## src/rtl/core/dpwm_pkg.sv

```systemverilog
package dpwm_pkg;

   // page geometry
   localparam int PAGE_SHIFT   = 12;
   localparam int ADDR_W       = 32;
   localparam int PAGE_W       = ADDR_W - PAGE_SHIFT;
   localparam int CSR_DATA_W   = 32;
   localparam int CSR_ADDR_W   = 3;

   // default table depth
   localparam int DEF_TABLE_ENTRIES = 64;

   // window register reset values
   localparam logic [PAGE_W-1:0] WINDOW_START_RST = 20'hE0000;
   localparam logic [PAGE_W-1:0] WINDOW_END_RST   = 20'hF0000;

   // register indexes (byte address bit 2)
   typedef enum logic {
      REG_WINDOW_START = 1'b0,
      REG_WINDOW_END   = 1'b1
   } reg_index_type;

   // result status codes
   typedef enum logic [1:0] {
      STAT_HIT       = 2'd0,
      STAT_NEW       = 2'd1,
      STAT_EXHAUSTED = 2'd2,
      STAT_FULL      = 2'd3
   } status_type;

   // sequencer states
   typedef enum logic [1:0] {
      S_IDLE,
      S_SCAN,
      S_ALLOC,
      S_EMIT
   } state_type;

endpackage

```

## src/rtl/core/dpwm_ram.sv

```systemverilog
module dpwm_ram #(
   parameter int WIDTH = 40,
   parameter int DEPTH = 64,
   localparam int AW   = (DEPTH > 1) ? $clog2(DEPTH) : 1
) (
   input  logic             clock,
   input  logic             wr_en,
   input  logic [AW-1:0]    wr_addr,
   input  logic [WIDTH-1:0] wr_data,
   input  logic             rd_en,
   input  logic [AW-1:0]    rd_addr,
   output logic [WIDTH-1:0] rd_data
);

   logic [WIDTH-1:0] mem_ff [DEPTH];
   logic [WIDTH-1:0] rd_data_ff;

   // one write port, one registered read port
   always_ff @(posedge clock) begin
      if (wr_en) begin
         mem_ff[wr_addr] <= wr_data;
      end
      if (rd_en) begin
         rd_data_ff <= mem_ff[rd_addr];
      end
   end

   assign rd_data = rd_data_ff;

endmodule

```

## src/rtl/core/device_page_window_mapper.sv

```systemverilog
// Sequence: an accepted item is compared against the table entries in order;
//   a hit goes straight to the output stage, a miss goes through allocation first.
// A new item is taken only once the last result has moved on to the output
//   register, which holds it while rsp_stall is high; the table is scanned
//   one entry per cycle through the single read port of the table RAM.
// Reset: window registers return to their defaults, entry and page counters
//   clear; table contents are not cleared (only written entries are read).
module device_page_window_mapper #(
   parameter int TABLE_ENTRIES = dpwm_pkg::DEF_TABLE_ENTRIES
) (
   input  logic                                clock,
   input  logic                                reset,
   // request channel
   input  logic                                req_valid,
   output logic                                req_stall,
   input  logic [dpwm_pkg::ADDR_W-1:0]         req_phys_addr,
   // response channel
   output logic                                rsp_valid,
   input  logic                                rsp_stall,
   output logic [dpwm_pkg::ADDR_W-1:0]         rsp_virt_addr,
   output logic [dpwm_pkg::PAGE_W-1:0]         rsp_mapped_phys_page,
   output dpwm_pkg::status_type                rsp_status,
   // register port
   input  logic                                csr_psel,
   input  logic                                csr_penable,
   input  logic                                csr_pwrite,
   input  logic [dpwm_pkg::CSR_ADDR_W-1:0]     csr_paddr,
   input  logic [dpwm_pkg::CSR_DATA_W-1:0]     csr_pwdata,
   output logic [dpwm_pkg::CSR_DATA_W-1:0]     csr_prdata,
   output logic                                csr_pready
);

   import dpwm_pkg::*;

   localparam int CNT_W   = $clog2(TABLE_ENTRIES + 1);
   localparam int IDX_W   = (TABLE_ENTRIES > 1) ? $clog2(TABLE_ENTRIES) : 1;
   localparam int ENTRY_W = 2 * PAGE_W;

   state_type             state_ff, state_in;

   logic [PAGE_W-1:0]     win_start_ff, win_end_ff;
   logic [CNT_W-1:0]      count_ff, count_in;
   logic [PAGE_W-1:0]     alloc_ff, alloc_in;
   logic [CNT_W-1:0]      scan_ff, scan_in;
   logic                  dvld_ff, dvld_in;
   logic [PAGE_W-1:0]     page_ff, page_in;
   logic [PAGE_SHIFT-1:0] offset_ff, offset_in;

   // finished result waiting for the output register
   logic [ADDR_W-1:0]     res_virt_ff, res_virt_in;
   logic [PAGE_W-1:0]     res_ppage_ff, res_ppage_in;
   status_type            res_status_ff, res_status_in;

   // output register
   logic                  rsp_valid_ff, rsp_valid_in;
   logic [ADDR_W-1:0]     rsp_virt_ff, rsp_virt_in;
   logic [PAGE_W-1:0]     rsp_ppage_ff, rsp_ppage_in;
   status_type            rsp_status_ff, rsp_status_in;

   // table RAM signals
   logic                  ram_wr_en, ram_rd_en;
   logic [IDX_W-1:0]      ram_wr_addr, ram_rd_addr;
   logic [ENTRY_W-1:0]    ram_wr_data, ram_rd_data;
   logic [PAGE_W-1:0]     rd_tag, rd_wpage;

   logic                  csr_wr;
   logic [PAGE_W:0]       next_page;
   logic                  issue;
   logic                  hit;

   // table: physical page tag in the upper half, window page in the lower
   dpwm_ram #(
      .WIDTH (ENTRY_W),
      .DEPTH (TABLE_ENTRIES)
   ) u_table (
      .clock   (clock),
      .wr_en   (ram_wr_en),
      .wr_addr (ram_wr_addr),
      .wr_data (ram_wr_data),
      .rd_en   (ram_rd_en),
      .rd_addr (ram_rd_addr),
      .rd_data (ram_rd_data)
   );

   assign rd_tag   = ram_rd_data[ENTRY_W-1:PAGE_W];
   assign rd_wpage = ram_rd_data[PAGE_W-1:0];

   // register port
   assign csr_pready = 1'b1;
   assign csr_wr     = csr_psel & csr_penable & csr_pwrite;

   always_ff @(posedge clock) begin
      if (reset) begin
         win_start_ff <= WINDOW_START_RST;
         win_end_ff   <= WINDOW_END_RST;
      end else if (csr_wr) begin
         unique case (reg_index_type'(csr_paddr[2]))
            REG_WINDOW_START: win_start_ff <= csr_pwdata[PAGE_W-1:0];
            REG_WINDOW_END:   win_end_ff   <= csr_pwdata[PAGE_W-1:0];
            default:          ;
         endcase
      end
   end

   always_comb begin
      unique case (reg_index_type'(csr_paddr[2]))
         REG_WINDOW_START: csr_prdata = CSR_DATA_W'(win_start_ff);
         REG_WINDOW_END:   csr_prdata = CSR_DATA_W'(win_end_ff);
         default:          csr_prdata = '0;
      endcase
   end

   // handshakes
   assign req_stall            = (state_ff != S_IDLE);
   assign rsp_valid            = rsp_valid_ff;
   assign rsp_virt_addr        = rsp_virt_ff;
   assign rsp_mapped_phys_page = rsp_ppage_ff;
   assign rsp_status           = rsp_status_ff;

   // scan compare and allocation arithmetic
   assign issue     = (scan_ff < count_ff);
   assign hit       = dvld_ff && (rd_tag == page_ff);
   assign next_page = {1'b0, win_start_ff} + {1'b0, alloc_ff};

   // state register
   always_ff @(posedge clock) begin
      if (reset) begin
         state_ff <= S_IDLE;
      end else begin
         state_ff <= state_in;
      end
   end

   // control registers
   always_ff @(posedge clock) begin
      if (reset) begin
         count_ff     <= '0;
         alloc_ff     <= '0;
         dvld_ff      <= 1'b0;
         rsp_valid_ff <= 1'b0;
      end else begin
         count_ff     <= count_in;
         alloc_ff     <= alloc_in;
         dvld_ff      <= dvld_in;
         rsp_valid_ff <= rsp_valid_in;
      end
   end

   // payload registers
   always_ff @(posedge clock) begin
      scan_ff       <= scan_in;
      page_ff       <= page_in;
      offset_ff     <= offset_in;
      res_virt_ff   <= res_virt_in;
      res_ppage_ff  <= res_ppage_in;
      res_status_ff <= res_status_in;
      rsp_virt_ff   <= rsp_virt_in;
      rsp_ppage_ff  <= rsp_ppage_in;
      rsp_status_ff <= rsp_status_in;
   end

   // sequencer: next state and datapath controls
   always_comb begin
      state_in      = state_ff;
      count_in      = count_ff;
      alloc_in      = alloc_ff;
      scan_in       = scan_ff;
      dvld_in       = 1'b0;
      page_in       = page_ff;
      offset_in     = offset_ff;
      res_virt_in   = res_virt_ff;
      res_ppage_in  = res_ppage_ff;
      res_status_in = res_status_ff;
      rsp_valid_in  = rsp_valid_ff & rsp_stall;
      rsp_virt_in   = rsp_virt_ff;
      rsp_ppage_in  = rsp_ppage_ff;
      rsp_status_in = rsp_status_ff;
      ram_rd_en     = 1'b0;
      ram_rd_addr   = scan_ff[IDX_W-1:0];
      ram_wr_en     = 1'b0;
      ram_wr_addr   = count_ff[IDX_W-1:0];
      ram_wr_data   = {page_ff, next_page[PAGE_W-1:0]};

      unique case (state_ff)
         S_IDLE: begin
            if (req_valid) begin
               page_in   = req_phys_addr[ADDR_W-1:PAGE_SHIFT];
               offset_in = req_phys_addr[PAGE_SHIFT-1:0];
               scan_in   = '0;
               state_in  = S_SCAN;
            end
         end

         // one read issued and one tag compared per cycle
         S_SCAN: begin
            if (hit) begin
               res_virt_in   = {rd_wpage, offset_ff};
               res_ppage_in  = '0;
               res_status_in = STAT_HIT;
               state_in      = S_EMIT;
            end else if (issue) begin
               ram_rd_en = 1'b1;
               scan_in   = scan_ff + 1'b1;
               dvld_in   = 1'b1;
            end else begin
               state_in = S_ALLOC;
            end
         end

         // miss: append a new pair or report why not
         S_ALLOC: begin
            priority if (count_ff == CNT_W'(TABLE_ENTRIES)) begin
               res_virt_in   = '0;
               res_ppage_in  = '0;
               res_status_in = STAT_FULL;
            end else if (next_page >= {1'b0, win_end_ff}) begin
               res_virt_in   = '0;
               res_ppage_in  = '0;
               res_status_in = STAT_EXHAUSTED;
            end else begin
               ram_wr_en     = 1'b1;
               count_in      = count_ff + 1'b1;
               alloc_in      = alloc_ff + 1'b1;
               res_virt_in   = {next_page[PAGE_W-1:0], offset_ff};
               res_ppage_in  = page_ff;
               res_status_in = STAT_NEW;
            end
            state_in = S_EMIT;
         end

         // hand the result to the output register once it is free
         S_EMIT: begin
            if (!rsp_valid_ff || !rsp_stall) begin
               rsp_valid_in  = 1'b1;
               rsp_virt_in   = res_virt_ff;
               rsp_ppage_in  = res_ppage_ff;
               rsp_status_in = res_status_ff;
               state_in      = S_IDLE;
            end
         end

         default: state_in = S_IDLE;
      endcase
   end

endmodule

```

## config.mk

```make
export PLATFORM = sky130hd
export DESIGN_NAME = device_page_window_mapper
export DESIGN_NICKNAME = d
export VERILOG_FILES = /design/src/rtl/core/dpwm_pkg.sv /design/src/rtl/core/dpwm_ram.sv /design/src/rtl/core/device_page_window_mapper.sv
export SDC_FILE = /design/constraint.sdc
export NUM_CORES = 2
export LEC_CHECK = 0
export BUFFER_PORTS_ARGS = -buffer_cell sky130_fd_sc_hd__buf_4
export CAP_MARGIN = 10
export CORE_ASPECT_RATIO = 1.25
export CORE_MARGIN = 4
export CORE_UTILIZATION = 45
export DETAILED_ROUTE_END_ITERATION = 16
export PLACE_DENSITY_LB_ADDON = 0.1
export SYNTH_ARGS = -nofsm -noshare
export SYNTH_HDL_FRONTEND = slang
export SYNTH_SLANG_ARGS = --single-unit
export TNS_END_PERCENT = 10
```

## constraint.sdc

```tcl
create_clock -name clock -period 14.75 [get_ports clock]
set_clock_uncertainty 0.1 [all_clocks]
set_input_delay 2.2125 -clock clock [delete_from_list [all_inputs] [get_ports clock]]
set_output_delay 2.2125 -clock clock [all_outputs]
set_load 0.01 [all_outputs]
```

; After elaboration in Yosys (flattened, before gate mapping)
; Memory sizes are Yosys's and may differ from the RTL's. A register that Yosys moved wholly into a read port is not among the register bits.
; Index checks and enable logic that the tools add are counted.
[word_totals]
n_memories = 1
elab_cells = 88
mem_bits_rw = 2560
out_inout_bits = 89
regBits = 218
input_bits = 74
[memory_table]
columns = name, depth, width, rd, rd_clocked_by_memory_dff, wr, line
row1 = u_table.mem_ff, 64, 40, 1, 1, 1, dpwm_ram.sv:15  ; logic [WIDTH-1:0] mem_ff [DEPTH];
[classes]
magnitude_cmp = 2
bitwise_logic = 6
add_sub_neg = 4
n_reduce_logical = 16
eq_ne = 11
muxes = 32
[ops]
columns = operator, count
row1 = $pmux 32 s2, 2
row2 = $mux 32, 3
row3 = $mux 20, 3
row4 = $pmux 20 s2, 1
row5 = $add 20x20->21, 1
row6 = $ge 21x20->1, 1
row7 = $mux 7, 3
row8 = $add 20x1->20 const B, 1
row9 = $eq 20x20->1, 1
row10 = $add 7x1->7 const B, 2
row11 = $mux 2, 7
row12 = $pmux 7 s2, 1
row13 = $mux 1, 10
row14 = $ne 2x2->1 const B, 5
row15 = $reduce_and 2->1, 5
row16 = $pmux 2 s4, 1
row17 = $eq 7x7->1 const B, 1
row18 = $lt 7x7->1, 1
row19 = $reduce_and 3->1, 2
row20 = $reduce_bool 2->1, 3
row21 = $eq 2x2->1 const B, 2
row22 = $pmux 2 s2, 1
row23 = $reduce_and 4->1, 1
row24 = $and 1x1->1, 3
row25 = other kinds (7), 10

; Logic depth before layout (Yosys ltp)
[logic_depth]
word_depth = 7
ltp_mapped = 21
mapped_depth_nobuf = 19

; By module
; Synthesis repeated with hierarchy kept, for this count alone.
[unflattened]
cells_unflattened = 5083
area_unflattened_um2 = 108358.9
[by_module_without_submodules]
columns = mod, area_per_inst_um2, n_inst, seq_area_each_um2, cells_each
row1 = dpwm_ram, 98236.7, 1, 78074.9, 4195
row2 = device_page_window_mapper, 10122.2, 1, 5835.6, 888

; Worst setup path after synthesis
; No wires, ideal clock.
[synth_path]
path_kind = register -> register
start = register alloc_ff[0]
end = memory u_table.mem_ff[59][0], enable pin
required_ns = 14.112
period_less_slack_ns = 10.351
path_slack_ns = 4.399
arrival_ns = 9.713
setup_time_ns = 0.538
path_buffers = 2
path_stages_with_launch = 21
path_cell_list = dfxtp_1 -> ha_1 -> inv_1 -> fa_1 -> nor2b_1 -> o2111ai_1 -> a31oi_1 -> nor2_1 -> a21oi_1 -> a31oi_1 -> xnor2_1 -> ha_1 -> a21oi_1 -> nor2_1 -> a211oi_1 -> o221ai_1 -> nor3_2 -> nand3_2 -> clkbuf_1 -> clkbuf_1 -> nor4_1
[synth_via]
elab_chain_cells = 7
[synth_lines]
columns = element, line
row1 = "start, declared", device_page_window_mapper.sv:43  ; logic [PAGE_W-1:0] alloc_ff, alloc_in;
row2 = "start signal, assigned", device_page_window_mapper.sv:143  ; alloc_ff <= alloc_in;
row3 = $add 20x20->21, device_page_window_mapper.sv:123  ; assign next_page = {1'b0, win_start_ff} + {1'b0, alloc_ff};
row4 = via next_page[14], device_page_window_mapper.sv:67  ; logic [PAGE_W:0] next_page;
row5 = $ge 21x20->1, device_page_window_mapper.sv:216  ; end else if (next_page >= {1'b0, win_end_ff}) begin
row6 = $mux 1, device_page_window_mapper.sv:216
row7 = $mux 1, device_page_window_mapper.sv:212  ; priority if (count_ff == CNT_W'(TABLE_ENTRIES)) begin
row8 = $mux 1, device_page_window_mapper.sv:184  ; unique case (state_ff)
row9 = $mux 1, dpwm_ram.sv:20  ; if (wr_en) begin
row10 = $mux 1 (implied by the code), dpwm_ram.sv:21  ; mem_ff[wr_addr] <= wr_data;
row11 = "end, declared", dpwm_ram.sv:15
; The timed path passes the listed nets, and every way through them passes these cells.

; Final worst setup path
[layout_path]
start = register alloc_ff[0]
end = memory u_table.mem_ff[14][35], enable pin
; Same word-level chain as after synthesis.

==> results.py <==
metrics = {
    "outcome": {
        "status": "finished, final reports clean",
    },
    "sta": {
        "final.period_utilization": 0.606,
        "fmax_mhz": 112,
        "period_needed_ns": 8.94,
        "rsz0062_at_grt": "false",
        "setup_violations": 0,
        "hold_viol": 0,
        "drv_slew": 0,
        "worst_pin_slew_ns": 1.23,
        "tns_ns": 0,
        "max_slew_margin": 0.179,
    },
    "setup_path": {
        "crit_slowest_cell": "nor2_4",
        "critPathMostFrequentCell": "buf_4",
        "cp-start-kind": "flip-flop",
        "r2r_start": "alloc_ff[0]",
        "slowest_delay_ns": 1.04,
        "path_class": "reg2reg",
        "critPathMaxFanout": 66,
        "r2r-end": "u_table.mem_ff[14][35]",
        "crit_arrival_ns": 9.27,
        "r2r_setup_slack_ns": 5.81,
        "r2r_cells": 21,
        "endpoint_kind": "flip-flop",
        "path_cells": "ha_2 -> inv_1 -> fa_1 -> nor2b_1 -> o2111ai_1 -> a31oi_1 -> nor2_1 -> a21oi_1 -> xor2_4 -> buf_4 -> ha_1 -> a21oi_1 -> o21ai_0 -> a41oi_1 -> a211oi_1 -> or3_1 -> nor3_4 -> buf_4 -> nand4_1 -> nor2_4 -> buf_4",
        "required_ns": 15.09,
    },
    "yosys": {
        "ys_seq_elements": 2818,
        "yosysWarnings": 0,
        "syn_inst": 4593,
        "syn_avg_cell_area_um2": 23.5,
        "synth_seq_area_share": 0.776,
        "synth-edff-count": 2747,
        "synth_area_um2": 108000,
        "synth_ff_type": "edfxtp_1",
        "async_flop_share": 0,
        "synth.distinct_cells": 59,
    },
    "min_path": {
        "holdPathEnd": "rsp_virt_addr[19]",
        "whs_path_depth": 0,
        "hp-start": "res_virt_ff[19]",
        "worstHoldPathType": "reg2reg",
    },
    "cts": {
        "post_cts_buffers": 0,
        "hold_buffers": 0,
        "clk_latency_ns": 0.82,
        "clkTransAtPathRegs_ns": 0.06,
        "root_buffer": "clkbuf_16",
        "cts_sinks": 2818,
        "cts_tree": "done",
        "htreeDepth": 5,
        "cts.path.max_buffers": 4,
        "numCtsBuffers": 282,
        "ctsResizeCount": 0,
    },
    "routing": {
        "first_pass_iters": 5,
        "drc": 0,
        "viasPerCell": 5.92,
        "routed_wl_mm": 265,
        "num_vias": 49000,
        "dr.first_iter.drc_count": 4636,
        "avgRoutedWirePerCell_um": 32.1,
        "postRouteAntennaNets": 0,
    },
    "finish": {
        "final_cell_mix": "2747 x edfxtp_1, 840 x mux4_2, 298 x clkbuf_16, 275 x buf_4, 118 x nand2_1",
        "postLayoutCoreUtil": 0.515,
        "area_delta_synth_final_pct": 13.4,
        "fin_cells": 8274,
        "final_common_cell": "edfxtp_1",
        "drive_gt1_frac": 0.312,
        "fin_nets": 5065,
    },
    "floorplan": {
        "initial_utilization": 0.454,
        "fp.dieW_um": 447,
        "core_um2": 238000,
        "fp.dieArea_um2": 248000,
        "io_pins": 163,
        "std_cell_rows": 200,
        "die_h_um": 556,
    },
    "power": {
        "p_leak_nw": 38.1,
        "peakVddDrop_uv": 245,
        "p_per_area_nw_per_um2": 178,
    },
    "place": {
        "port_buffers": 135,
        "dp_cells": 7783,
        "place_congestion": 0.788,
        "dp_hpwl_mm": 144,
    },
    "global_route": {
        "grt_pass1_wl_mm": 381,
        "grt_overflow": 0,
        "grt_max_degree": 141,
        "grt_usage": 0.214,
        "grt_pass1_vias": 51000,
        "antenna_found_initial": 13,
    },
    "flow_run": {
        "max_cap_viol_count": 0,
    },
}
## worst max-delay path by stage
stage	from	end	slack, ns	cells past startpoint
floorplan	alloc_ff[0]	u_table.mem_ff[59][0]	4.40	20
global placement	alloc_ff[0]	u_table.mem_ff[12][26]	5.66	21
detailed placement	alloc_ff[0]	u_table.mem_ff[14][32]	5.60	21
CTS	alloc_ff[0]	u_table.mem_ff[14][38]	5.58	21
global route	alloc_ff[0]	u_table.mem_ff[14][3]	5.22	21
finish	alloc_ff[0]	u_table.mem_ff[14][35]	5.81	21
## registers in the layout, summed over array words and instances (netlist names), 32 cells and up
register,count
u_table.mem_ff,2560
u_table.rd_data,40
res_virt_ff,32
rsp_virt_addr,32
## cells by family (layout without fill, tap and decap cells)
family                   after synthesis  after routing  synth area share
flip-flops                          2818           2818             0.776
multiplexers                         861            861             0.177
AND/OR/NAND/NOR                      353            353            0.0154
buffers and inverters                284            821            0.0112
AO/OA/AOI/OAI                        171            171            0.0100
adder cells (fa/ha/maj)               55             55           0.00643
XOR/XNOR                              49             49           0.00397
other                                  2             15         0.0000694
## per-stage QoR
step	hold slack [ns]	instance area (um2)	power, mW	worst slack (ns)
after floorplan	0.300	108000	13.4	4.40
after global placement	0.301	114000	15.3	5.66
after detailed placement	0.305	114000	15.3	5.60
after CTS	0.316	123000	22.2	5.58
after global routing	0.321	123000	22.7	5.22
final	0.308	123000	21.9	5.81
## layout make-up
type	count	area, um2
clock buffer	364	7700
inverter	49	184
fill	18500	116000
multi-input combinational	1502	23800
antenna	2	5.00
tap	3131	3920
timing repair buffer	283	2220
sequential	2818	83900
clock inverter	125	957
## layer usage
metal	share of wire	track usage	wire length [um]
met3	0.055	0.0314	14600
met5	0	0	0
met4	0.021	0.0488	5530
met1	0.42	0.300	110000
met2	0.51	0.360	135000
## worst max-delay path, delay by kind of cell (launching register included)
| family | cells | cell delay [ns] |
|---|---|---|
| AND/OR/NAND/NOR | 6 | 3.47 |
| AO/OA/AOI/OAI | 7 | 1.75 |
| buffers and inverters | 4 | 1.59 |
| adder cells (fa/ha/maj) | 3 | 1.04 |
| flip-flops | 1 | 0.41 |
| XOR/XNOR | 1 | 0.17 |
## cell usage after synthesis (5+ instances only)
cell type / n / share of area
edfxtp_1: 2747 / 0.76
mux4_2: 840 / 0.17
clkbuf_1: 125 / 0.0043
nand2_1: 118 / 0.0041
nor2_1: 87 / 0.0030
a21oi_1: 73 / 0.0034
dfxtp_1: 71 / 0.013
ha_1: 54 / 0.0062
inv_1: 46 / 0.0016
buf_2: 44 / 0.0020
xnor2_1: 44 / 0.0036
buf_1: 42 / 0.0015
and2_1: 41 / 0.0024
nand3_1: 39 / 0.0018
buf_4: 23 / 0.0016
o21ai_0: 23 / 0.0011
mux2_2: 19 / 0.0020
nand4_1: 18 / 0.0010
nor4_1: 12 / 0.00069
or3_1: 12 / 0.00069
a21o_1: 10 / 0.00069
a22o_1: 8 / 0.00065
o2bb2ai_1: 8 / 0.00065
and3_1: 7 / 0.00040
o31ai_1: 7 / 0.00049
a211oi_1: 6 / 0.00042
o211ai_1: 6 / 0.00042
or4_1: 6 / 0.00042
a31oi_1: 5 / 0.00029
o21a_1: 5 / 0.00035
xor2_1: 5 / 0.00040
## power breakdown
part	internal [mW]	total (mW)	switching, mW	leakage [nW]
Combinational	2.60	5.66	3.06	8.39
Sequential	9.26	9.34	0.0879	25.5
Clock	3.93	6.86	2.93	4.24
(Power assumes the default switching activity.)
